File: config.mk
export PLATFORM = sky130hd
export DESIGN_NAME = rgb_led_frame_buffer_engine_unit
export DESIGN_NICKNAME = d
export VERILOG_FILES = /design/src/design/rgbfb_pkg.sv /design/src/design/rgbfb_ram.sv /design/src/design/rgb_led_frame_buffer_engine_unit.sv
export SDC_FILE = /design/constraint.sdc
export NUM_CORES = 2
export LEC_CHECK = 0
export ABC_CLOCK_PERIOD_IN_PS = 8900
export BUFFER_PORTS_ARGS = -buffer_cell sky130_fd_sc_hd__buf_2
export CORE_UTILIZATION = 36
export DETAILED_ROUTE_END_ITERATION = 10
export MAX_ROUTING_LAYER = met4
export PLACE_DENSITY_LB_ADDON = 0.08
export SYNTH_ARGS = -nofsm -noshare
export SYNTH_HDL_FRONTEND = slang
export SYNTH_SLANG_ARGS = --single-unit
File: constraint.sdc
create_clock -name clk -period 8.9 [get_ports clk]
set_input_delay 1.78 -clock clk [delete_from_list [all_inputs] [get_ports clk]]
set_output_delay 1.78 -clock clk [all_outputs]
set_load 0.02 [all_outputs]
File: src/design/rgbfb_pkg.sv
package rgbfb_pkg;

	localparam int PIXEL_COUNT = 64;
	localparam int PIX_AW      = (PIXEL_COUNT > 1) ? $clog2(PIXEL_COUNT) : 1;
	localparam int ENTRY_W     = 25;   // {on, green, red, blue}
	localparam int IN_TDATA_W  = 64;
	localparam int OUT_TDATA_W = 24;

	typedef enum logic [2:0] {
		OP_SET    = 3'd0,
		OP_RESET  = 3'd1,
		OP_TOGGLE = 3'd2,
		OP_SHOW   = 3'd3,
		OP_OFF    = 3'd4,
		OP_CLEAR  = 3'd5,
		OP_INVERT = 3'd6,
		OP_FILL   = 3'd7
	} op_t;

	typedef enum logic [2:0] {
		ST_IDLE,
		ST_TGL,
		ST_SHOW,
		ST_FIND,
		ST_SWEEP,
		ST_FILL
	} state_t;

	// tag of the read issued to the pixel RAM, travels with the read data
	typedef enum logic [2:0] {
		RK_NONE,
		RK_TOGGLE,
		RK_SHOW,
		RK_FIND,
		RK_SWEEP
	} rd_kind_t;

	typedef struct packed {
		logic       on;
		logic [7:0] green;
		logic [7:0] red;
		logic [7:0] blue;
	} pixel_t;

endpackage

File: src/design/rgbfb_ram.sv
module rgbfb_ram #(
	parameter int WIDTH = 8,
	parameter int DEPTH = 64,
	parameter int AW    = (DEPTH > 1) ? $clog2(DEPTH) : 1
) (
	input  logic             clk,
	input  logic             wr_en,
	input  logic [AW-1:0]    wr_addr,
	input  logic [WIDTH-1:0] wr_data,
	input  logic [AW-1:0]    rd_addr,
	output logic [WIDTH-1:0] rd_data
);

	logic [WIDTH-1:0] mem_q [DEPTH];

	always_ff @(posedge clk) begin
		if (wr_en) begin
			mem_q[wr_addr] <= wr_data;
		end
		rd_data <= mem_q[rd_addr];
	end

endmodule

File: src/design/rgb_led_frame_buffer_engine_unit.sv
// Frame buffer for a strip of addressable RGB pixels.
// Input channel s_axis: one command per transfer (set, reset, toggle, show, off,
// clear on bits, invert, fill range). Output channel m_axis: one 24-bit
// green-red-blue word per pixel for show and off, pixel 0 first, tlast on the
// final pixel. Pixels that are off are sent as black.
// Commands use the single read port and single write port of the pixel RAM (one
// pixel per cycle, the show sweep pausing while the output buffer is full):
//   set, reset: a single write; toggle: read, then write back
//   show, off: read sweep, each word passing the RAM read register and the out register
//   clear on bits, fill: read-modify-write sweep / write sweep
//   invert: search for the first lit pixel plus a read-modify-write sweep
// s_axis_tready is high whenever no command is in progress; a new command is
// taken while show words still wait in the output buffer.
// Reset clears per-pixel valid flags at once, so every pixel reads black and off;
// no clearing pass is needed. Off clears the same flags together, with no sweep.
// When the receiver stalls, a two-entry output buffer fills and the show read
// sweep pauses until there is room; no word is dropped or repeated.
module rgb_led_frame_buffer_engine_unit (
	input  logic        clk,
	input  logic        arst_n,
	input  logic        s_axis_tvalid,
	output logic        s_axis_tready,
	// [2:0] op, [12:3] position, [22:13] range_start, [32:23] range_stop,
	// [40:33] red_level, [48:41] green_level, [56:49] blue_level, [63:57] zero
	input  logic [rgbfb_pkg::IN_TDATA_W-1:0] s_axis_tdata,
	output logic        m_axis_tvalid,
	input  logic        m_axis_tready,
	// [23:0] grb_word
	output logic [rgbfb_pkg::OUT_TDATA_W-1:0] m_axis_tdata,
	output logic        m_axis_tlast   // last_pixel
);

	localparam int AW = rgbfb_pkg::PIX_AW;
	localparam logic [AW-1:0] LAST_IDX = AW'(rgbfb_pkg::PIXEL_COUNT - 1);
	localparam logic [9:0]    PIX_CNT10 = 10'(rgbfb_pkg::PIXEL_COUNT);

	// input fields
	rgbfb_pkg::op_t in_op;
	logic [9:0]     in_position;
	logic [9:0]     in_range_start;
	logic [9:0]     in_range_stop;
	logic [7:0]     in_red;
	logic [7:0]     in_green;
	logic [7:0]     in_blue;

	assign in_op          = rgbfb_pkg::op_t'(s_axis_tdata[2:0]);
	assign in_position    = s_axis_tdata[12:3];
	assign in_range_start = s_axis_tdata[22:13];
	assign in_range_stop  = s_axis_tdata[32:23];
	assign in_red         = s_axis_tdata[40:33];
	assign in_green       = s_axis_tdata[48:41];
	assign in_blue        = s_axis_tdata[56:49];

	rgbfb_pkg::state_t   state_q, state_d;
	rgbfb_pkg::rd_kind_t rd_kind, rd_kind_s1;
	rgbfb_pkg::op_t      op_q;

	logic [AW-1:0] idx_q, idx_d;
	logic [AW-1:0] rd_addr, addr_s1;
	logic          wr_en;
	logic [AW-1:0] wr_addr;
	rgbfb_pkg::pixel_t wr_data;
	rgbfb_pkg::pixel_t ram_rd;
	rgbfb_pkg::pixel_t rd_pix;
	rgbfb_pkg::pixel_t color_q, color_d;
	logic [9:0]    start_q, stop_q;
	logic          vld_clr;
	logic [rgbfb_pkg::PIXEL_COUNT-1:0] vld_q;
	logic          vld_s1;
	logic          accept;
	logic          pos_ok;
	logic [AW-1:0] pos_addr;
	logic          in_range;

	// output buffer: out register plus skid entry
	logic        out_valid_q, skid_valid_q;
	logic [23:0] out_word_q, skid_word_q;
	logic        out_last_q, skid_last_q;
	logic        push, pop;
	logic [23:0] push_word;
	logic        push_last;
	logic [1:0]  occ, occ_left;
	logic        credit_ok;

	assign s_axis_tready = (state_q == rgbfb_pkg::ST_IDLE);
	assign accept        = s_axis_tvalid & s_axis_tready;
	assign pos_ok        = in_position < PIX_CNT10;
	assign pos_addr      = in_position[AW-1:0];
	assign in_range      = ({{(10-AW){1'b0}}, idx_q} >= start_q) &&
	                       ({{(10-AW){1'b0}}, idx_q} <= stop_q);

	rgbfb_ram #(
		.WIDTH (rgbfb_pkg::ENTRY_W),
		.DEPTH (rgbfb_pkg::PIXEL_COUNT)
	) u_pix_ram (
		.clk     (clk),
		.wr_en   (wr_en),
		.wr_addr (wr_addr),
		.wr_data (wr_data),
		.rd_addr (rd_addr),
		.rd_data (ram_rd)
	);

	// never-written entries read as black and off
	assign rd_pix = vld_s1 ? ram_rd : '0;

	// show words: stream buffer bookkeeping
	assign push      = (rd_kind_s1 == rgbfb_pkg::RK_SHOW);
	assign pop       = out_valid_q & m_axis_tready;
	assign push_word = rd_pix.on ? {rd_pix.green, rd_pix.red, rd_pix.blue} : 24'd0;
	assign push_last = (addr_s1 == LAST_IDX);
	assign occ       = {1'b0, out_valid_q} + {1'b0, skid_valid_q} + {1'b0, push};
	assign occ_left  = occ - {1'b0, pop};
	assign credit_ok = occ_left < 2'd2;

	always_ff @(posedge clk or negedge arst_n) begin
		if (!arst_n) begin
			state_q    <= rgbfb_pkg::ST_IDLE;
			rd_kind_s1 <= rgbfb_pkg::RK_NONE;
			idx_q      <= '0;
			vld_q      <= '0;
		end else begin
			state_q    <= state_d;
			rd_kind_s1 <= rd_kind;
			idx_q      <= idx_d;
			if (vld_clr) begin
				vld_q <= '0;
			end else if (wr_en) begin
				vld_q[wr_addr] <= 1'b1;
			end
		end
	end

	always_ff @(posedge clk) begin
		addr_s1 <= rd_addr;
		vld_s1  <= vld_q[rd_addr];
		color_q <= color_d;
		if (accept) begin
			op_q    <= in_op;
			start_q <= in_range_start;
			stop_q  <= in_range_stop;
		end
	end

	// command sequencer
	always_comb begin
		state_d = state_q;
		idx_d   = idx_q;
		rd_kind = rgbfb_pkg::RK_NONE;
		rd_addr = idx_q;
		wr_en   = 1'b0;
		wr_addr = idx_q;
		wr_data = '0;
		vld_clr = 1'b0;
		color_d = color_q;
		case (state_q)
			rgbfb_pkg::ST_IDLE: begin
				if (accept) begin
					case (in_op)
						rgbfb_pkg::OP_SET: begin
							if (pos_ok) begin
								wr_en   = 1'b1;
								wr_addr = pos_addr;
								wr_data = {(|{in_red, in_green, in_blue}),
								           in_green, in_red, in_blue};
							end
						end
						rgbfb_pkg::OP_RESET: begin
							if (pos_ok) begin
								wr_en   = 1'b1;
								wr_addr = pos_addr;
							end
						end
						rgbfb_pkg::OP_TOGGLE: begin
							if (pos_ok) begin
								rd_kind = rgbfb_pkg::RK_TOGGLE;
								rd_addr = pos_addr;
								state_d = rgbfb_pkg::ST_TGL;
							end
						end
						rgbfb_pkg::OP_SHOW: begin
							idx_d   = '0;
							state_d = rgbfb_pkg::ST_SHOW;
						end
						rgbfb_pkg::OP_OFF: begin
							vld_clr = 1'b1;
							idx_d   = '0;
							state_d = rgbfb_pkg::ST_SHOW;
						end
						rgbfb_pkg::OP_CLEAR: begin
							idx_d   = '0;
							state_d = rgbfb_pkg::ST_SWEEP;
						end
						rgbfb_pkg::OP_INVERT: begin
							idx_d   = '0;
							color_d = '0;
							state_d = rgbfb_pkg::ST_FIND;
						end
						rgbfb_pkg::OP_FILL: begin
							idx_d   = '0;
							color_d = {1'b1, in_green, in_red, in_blue};
							state_d = rgbfb_pkg::ST_FILL;
						end
						default: begin
							state_d = rgbfb_pkg::ST_IDLE;
						end
					endcase
				end
			end
			rgbfb_pkg::ST_TGL: begin
				wr_en   = 1'b1;
				wr_addr = addr_s1;
				wr_data = {~rd_pix.on, rd_pix.green, rd_pix.red, rd_pix.blue};
				state_d = rgbfb_pkg::ST_IDLE;
			end
			rgbfb_pkg::ST_FILL: begin
				wr_en   = in_range;
				wr_data = {1'b1, color_q.green, color_q.red, color_q.blue};
				if (idx_q == LAST_IDX) begin
					state_d = rgbfb_pkg::ST_IDLE;
				end else begin
					idx_d = idx_q + 1'b1;
				end
			end
			rgbfb_pkg::ST_SHOW: begin
				if (credit_ok) begin
					rd_kind = rgbfb_pkg::RK_SHOW;
					if (idx_q == LAST_IDX) begin
						state_d = rgbfb_pkg::ST_IDLE;
					end else begin
						idx_d = idx_q + 1'b1;
					end
				end
			end
			rgbfb_pkg::ST_FIND: begin
				// stream reads; stop at the first lit pixel or after the last one
				rd_kind = rgbfb_pkg::RK_FIND;
				if (idx_q != LAST_IDX) begin
					idx_d = idx_q + 1'b1;
				end
				if (rd_kind_s1 == rgbfb_pkg::RK_FIND) begin
					if (rd_pix.on) begin
						color_d = rd_pix;
						idx_d   = '0;
						state_d = rgbfb_pkg::ST_SWEEP;
					end else if (addr_s1 == LAST_IDX) begin
						idx_d   = '0;
						state_d = rgbfb_pkg::ST_SWEEP;
					end
				end
			end
			rgbfb_pkg::ST_SWEEP: begin
				// read pixel i while writing back pixel i-1
				rd_kind = rgbfb_pkg::RK_SWEEP;
				if (idx_q != LAST_IDX) begin
					idx_d = idx_q + 1'b1;
				end
				if (rd_kind_s1 == rgbfb_pkg::RK_SWEEP) begin
					wr_en   = 1'b1;
					wr_addr = addr_s1;
					if (op_q == rgbfb_pkg::OP_CLEAR) begin
						wr_data = {1'b0, rd_pix.green, rd_pix.red, rd_pix.blue};
					end else if (rd_pix.on) begin
						wr_data = '0;
					end else begin
						wr_data = {1'b1, color_q.green, color_q.red, color_q.blue};
					end
					if (addr_s1 == LAST_IDX) begin
						state_d = rgbfb_pkg::ST_IDLE;
					end
				end
			end
			default: begin
				state_d = rgbfb_pkg::ST_IDLE;
			end
		endcase
	end

	// output buffer
	always_ff @(posedge clk or negedge arst_n) begin
		if (!arst_n) begin
			out_valid_q  <= 1'b0;
			skid_valid_q <= 1'b0;
		end else begin
			if (pop) begin
				if (skid_valid_q) begin
					skid_valid_q <= push;
				end else begin
					out_valid_q <= push;
				end
			end else if (push) begin
				if (out_valid_q) begin
					skid_valid_q <= 1'b1;
				end else begin
					out_valid_q <= 1'b1;
				end
			end
		end
	end

	always_ff @(posedge clk) begin
		if (pop) begin
			if (skid_valid_q) begin
				out_word_q <= skid_word_q;
				out_last_q <= skid_last_q;
				if (push) begin
					skid_word_q <= push_word;
					skid_last_q <= push_last;
				end
			end else if (push) begin
				out_word_q <= push_word;
				out_last_q <= push_last;
			end
		end else if (push) begin
			if (out_valid_q) begin
				skid_word_q <= push_word;
				skid_last_q <= push_last;
			end else begin
				out_word_q <= push_word;
				out_last_q <= push_last;
			end
		end
	end

	assign m_axis_tvalid = out_valid_q;
	assign m_axis_tdata  = out_word_q;
	assign m_axis_tlast  = out_last_q;

	// checks
	a_skid_behind_out: assert property (@(posedge clk) disable iff (!arst_n)
		skid_valid_q |-> out_valid_q)
		else $error("skid entry holds a word while the out register is empty");

	a_no_overflow: assert property (@(posedge clk) disable iff (!arst_n)
		(push && out_valid_q && !pop) |-> !skid_valid_q)
		else $error("show word arrived with the output buffer full");

	a_toggle_read_owner: assert property (@(posedge clk) disable iff (!arst_n)
		(rd_kind_s1 == rgbfb_pkg::RK_TOGGLE) |-> (state_q == rgbfb_pkg::ST_TGL))
		else $error("toggle read data with no toggle write-back pending");

	a_show_no_write: assert property (@(posedge clk) disable iff (!arst_n)
		(state_q == rgbfb_pkg::ST_SHOW) |-> !wr_en)
		else $error("pixel RAM written during a show sweep");

endmodule
==> summary.md <==
| Metric | Value |
|---|---|
| Status | complete, no violations |
| Lkg Pwr | between 20 and 30 nW |
| Initial DRT Pass Iterations | 6 |
| Xor/xnor cell area share of the yosys netlist | less than 1% |
| Layout cells sized above 1 | 14.3% |
| GR Util met3 | between 2 and 3% |
| Vias | approximately 42k |
| GPL Wtd Cong | 0.833 |
| I/O pin count | 95 |
| Worst min-delay path class | flip-flop to flip-flop |
| Synth Area in Compound Gates | around 6.4% |
| Synth area leaders | edfxtp_1 72%, nand2_1 5.0%, mux2i_1 4.9% |
| Number of synthesized flops with an enable pin | ~1.7k |
| Final hold vios | 0 |
| Kind of critical path | input pin to flip-flop |
| GR met1 Demand/Resource | between 30 and 40% |
| CTS Sinks | roughly 1.8k |
| Die area | 199,000 um^2 |
| ANT nets after route | 0 |
| Cell Area, Synth | between 70,000 and 80,000 um^2 |
| WP data required | approximately 9.5 ns |
| Core Area | 195,000 um^2 |
| Simple-gate area share of the yosys netlist | under 10% |
| Setup repair bufs after CTS | 0 |
| Period utilization | between 70% and 80% |
| Placed wire-length estimate | roughly 130,000 um |
| Tot GR Track Use | a little under a quarter |
| Worst-Margin Slew | 1.38 ns |
| Post-Route WL | about 220,000 um |
| Critical path's largest stage delay | 0.88 ns |
| Syn Area/Cell | ~15 um^2 |
| Reg clk slew, reported paths | approximately 0.06 ns |
| Post-Place Cells | between 7k and 8k |
| FP Rows | around 160 |
| Largest family of logic cells by synthesized area | simple AND/OR/NAND/NOR gates |
| Mux cell area share after synthesis | about 6.4% |
| Yosys top cell area share | a little under three quarters |
| CTS tree | yes |
| Worst path cell trace | buf_2 -> or4_1 -> nor4_4 -> mux2i_4 -> inv_2 -> nor2_4 -> buf_4 -> buf_4 -> nand3_1 -> nand4_1 -> nand4_1 |
| Final Util | 41.8% |
| Cell area after layout | 81,800 um^2 |
| Area growth syn-to-layout | 15.3% |
| Worst Setup SP | s_axis_tdata[12] |
| Setup ws final | between 2 and 2.5 ns |
| YS warnings | 0 |
| Most used DFF post-synth | edfxtp_1 |
| Cell type with the largest total area after synthesis | edfxtp_1 |
| Final setup violation count | 0 |
| Worst vdd ir | approximately 0.00021 V |
| Height of the die | around 450 um |
| Library cells used by synthesis | 61 |
| Met2 Use GR | between 30% and 40% |
| Post-cts sizing count | 0 |
| Slew Limit Fails | 0 |
| Clk Tree Root Cell | clkbuf_16 |
| TritonCTS buffer count | 196 |
| Vias in the first global route | around 40k |
| Largest net degree at the start of global routing | 150 |
| WL per Instance | roughly 29 um |
| DIE WIDTH | about 450 um |
| CP arrival | between 7 and 8 ns |
| NumNets Final | between 5k and 6k |
| Number of hold buffers added after cts | 0 |
| Max transition margin | 7.78% |
| Final non-filler cell total | just under 8k |
| Adder-cell share of the synthesized area | less than 1% |
| Hold slack | around 0.48 ns |
| HP Start | vld_q[10] |
| Initial Util | between 30% and 40% |
| Fmax | around 0.15 GHz |
| Ys async rst share | about 4.3% |
| Synthesized net count | approximately 4.8k |
| Worst-Skew Late Latency | 0.86 ns |
| Crit-path slowest cell | nor4_4 |
| Worst slack, placed | ~1.6 ns |
| GRT overflow | 0 |
| Placed Area | approximately 76,000 um^2 |
| GRT Max-Usage Layer | met2 |
| R2R depth | 10 |
| Final Skew | roughly 0.037 ns |
| CTS max path bufs | 3 |
| Initial DRC Count | roughly 4.2k |
| Critical R2R Launch | state_q[0] |
| Setup TNS | 0 ns |
| RSZ-0062 raised after global routing | no |
| Final Critical Period | 6.48 ns |
| # H-tree levels | 4 |
| Worst Setup End Kind | flip-flop |
| Buffers added on ports | 87 |
| DRC | 0 |
| Seq/Total Area, Yosys | around three quarters |
| Mapped Cells | 4,758 |
| First-pass GRT wire length | between 300,000 and 400,000 um |
| Hold Crit Depth | 1 |
| Highest fanout seen on the critical path | 23 |
| Power Density | 282 nW/um^2 |
| Max Cap Viol | 0 |
| Worst setup SP type | input pin |
| Tot Pwr | between 20 and 25 mW |
| Vias per cell | 5.47 |
| FF+latch count, synth | 1,807 |
| Initial antenna violation count | 17 |
path summary, 6_finish.rpt:
kind                                             end  slack, ns
worst max-delay path            u_pix_ram.rd_data[6]       2.42
worst min-delay path                       vld_q[10]       0.48
worst max register to register  u_pix_ram.rd_data[6]       3.10
worst min register to register             vld_q[10]       0.48
max in group asynchronous                  vld_q[20]       6.84
min in group asynchronous              m_axis_tvalid       0.78
cells by family after synthesis:
| kind of cell | Yosys count |
|---|---|
| muxes | 410 |
| buffers and inverters | 314 |
| AOI/OAI and AO/OA | 691 |
| xor gates and xnor gates | 1 |
| DFF | 1807 |
| and+or+nand+nor | 1518 |
| adders and majority gates | 17 |
placed cells by master, fill, tap and decap left out, types with 18 or more instances in the layout:
cell,Yosys,final
edfxtp_1,1697,1697
nand2_1,945,943
mux2i_1,350,344
nand3_1,200,200
clkbuf_16,0,196
buf_4,6,185
o22ai_1,155,155
a31oi_1,151,151
a21oi_1,122,118
buf_2,81,86
and3_1,79,79
dfrtp_1,78,78
clkbuf_1,165,65
o21ai_0,64,64
nand4_1,55,55
clkinv_1,2,46
nor2_4,0,39
dfxtp_1,32,32
clkinv_2,0,32
nor4_1,32,31
mux4_2,31,31
nor3_2,0,30
and4_1,29,29
o21a_1,29,29
mux2_2,27,27
a32oi_1,26,26
o211ai_1,26,26
a22o_1,25,25
nor2_2,0,25
a222oi_1,24,24
a2111oi_0,25,24
inv_1,21,21
nor2_1,83,19
a21o_1,18,18
buf_12,0,18
synth_stat cells (4+ instances only):
master,count
mux2i_1,350
nor2b_1,9
buf_4,6
a22o_1,25
o211ai_1,26
a2111oi_0,25
nand3_1,200
nand3_2,4
a31oi_1,151
nor2_1,83
and2_1,11
buf_1,32
a32oi_1,26
a221o_1,6
o21ai_0,64
buf_6,5
nand2_1,945
nand4_1,55
mux4_2,31
inv_1,21
a21oi_1,122
nor4_1,32
a21o_1,18
o21a_1,29
buf_2,81
edfxtp_1,1697
nor3_1,38
a222oi_1,24
clkbuf_1,165
o22ai_1,155
and3_1,79
nand2b_1,15
mux2_2,27
a221oi_1,4
dfrtp_1,78
dfxtp_1,32
ha_1,17
and4_1,29
per-layer routing:
layer	up-vias	wire, um
li1	18700	-
met1	22300	105000
met2	1142	105000
met3	254	10100
met4	0	3870
met5	-	0
critical path: cells and delay by family:
| kind | cells | cell delay [ns] |
|---|---|---|
| and+or+nand+nor | 6 | 3.28 |
| muxes | 1 | 0.72 |
| buffers and inverters | 4 | 1.23 |
state kept, by name, indices dropped and copies added (netlist names):
name / flops
stop_q: 10
color_q: 24
skid_valid_q: 1
vld_s1: 1
skid_last_q: 1
op_q: 3
start_q: 10
idx_q: 6
m_axis_tdata: 24
u_pix_ram.mem_q: 1600
state_q: 3
addr_s1: 6
skid_word_q: 24
m_axis_tvalid: 1
rd_kind_s1: 3
vld_q: 64
m_axis_tlast: 1
u_pix_ram.rd_data: 25
report_power, final:
part / switching, mW / internal, mW
sequential: 0.193 / 10.2
combinational: 3.63 / 1.43
clock: 3.39 / 4.24
layout make-up:
class / instances / area, um^2
diodes: 8 / 20.0
clock buffers: 268 / 5250
clock inverters: 96 / 687
fillers: 17900 / 114000
inverters: 25 / 101
multi-input cells: 2637 / 16700
flip-flops and latches: 1807 / 53600
well taps: 2624 / 3280
repair buffers: 289 / 2180
Power figures use the tool's default switching activity.
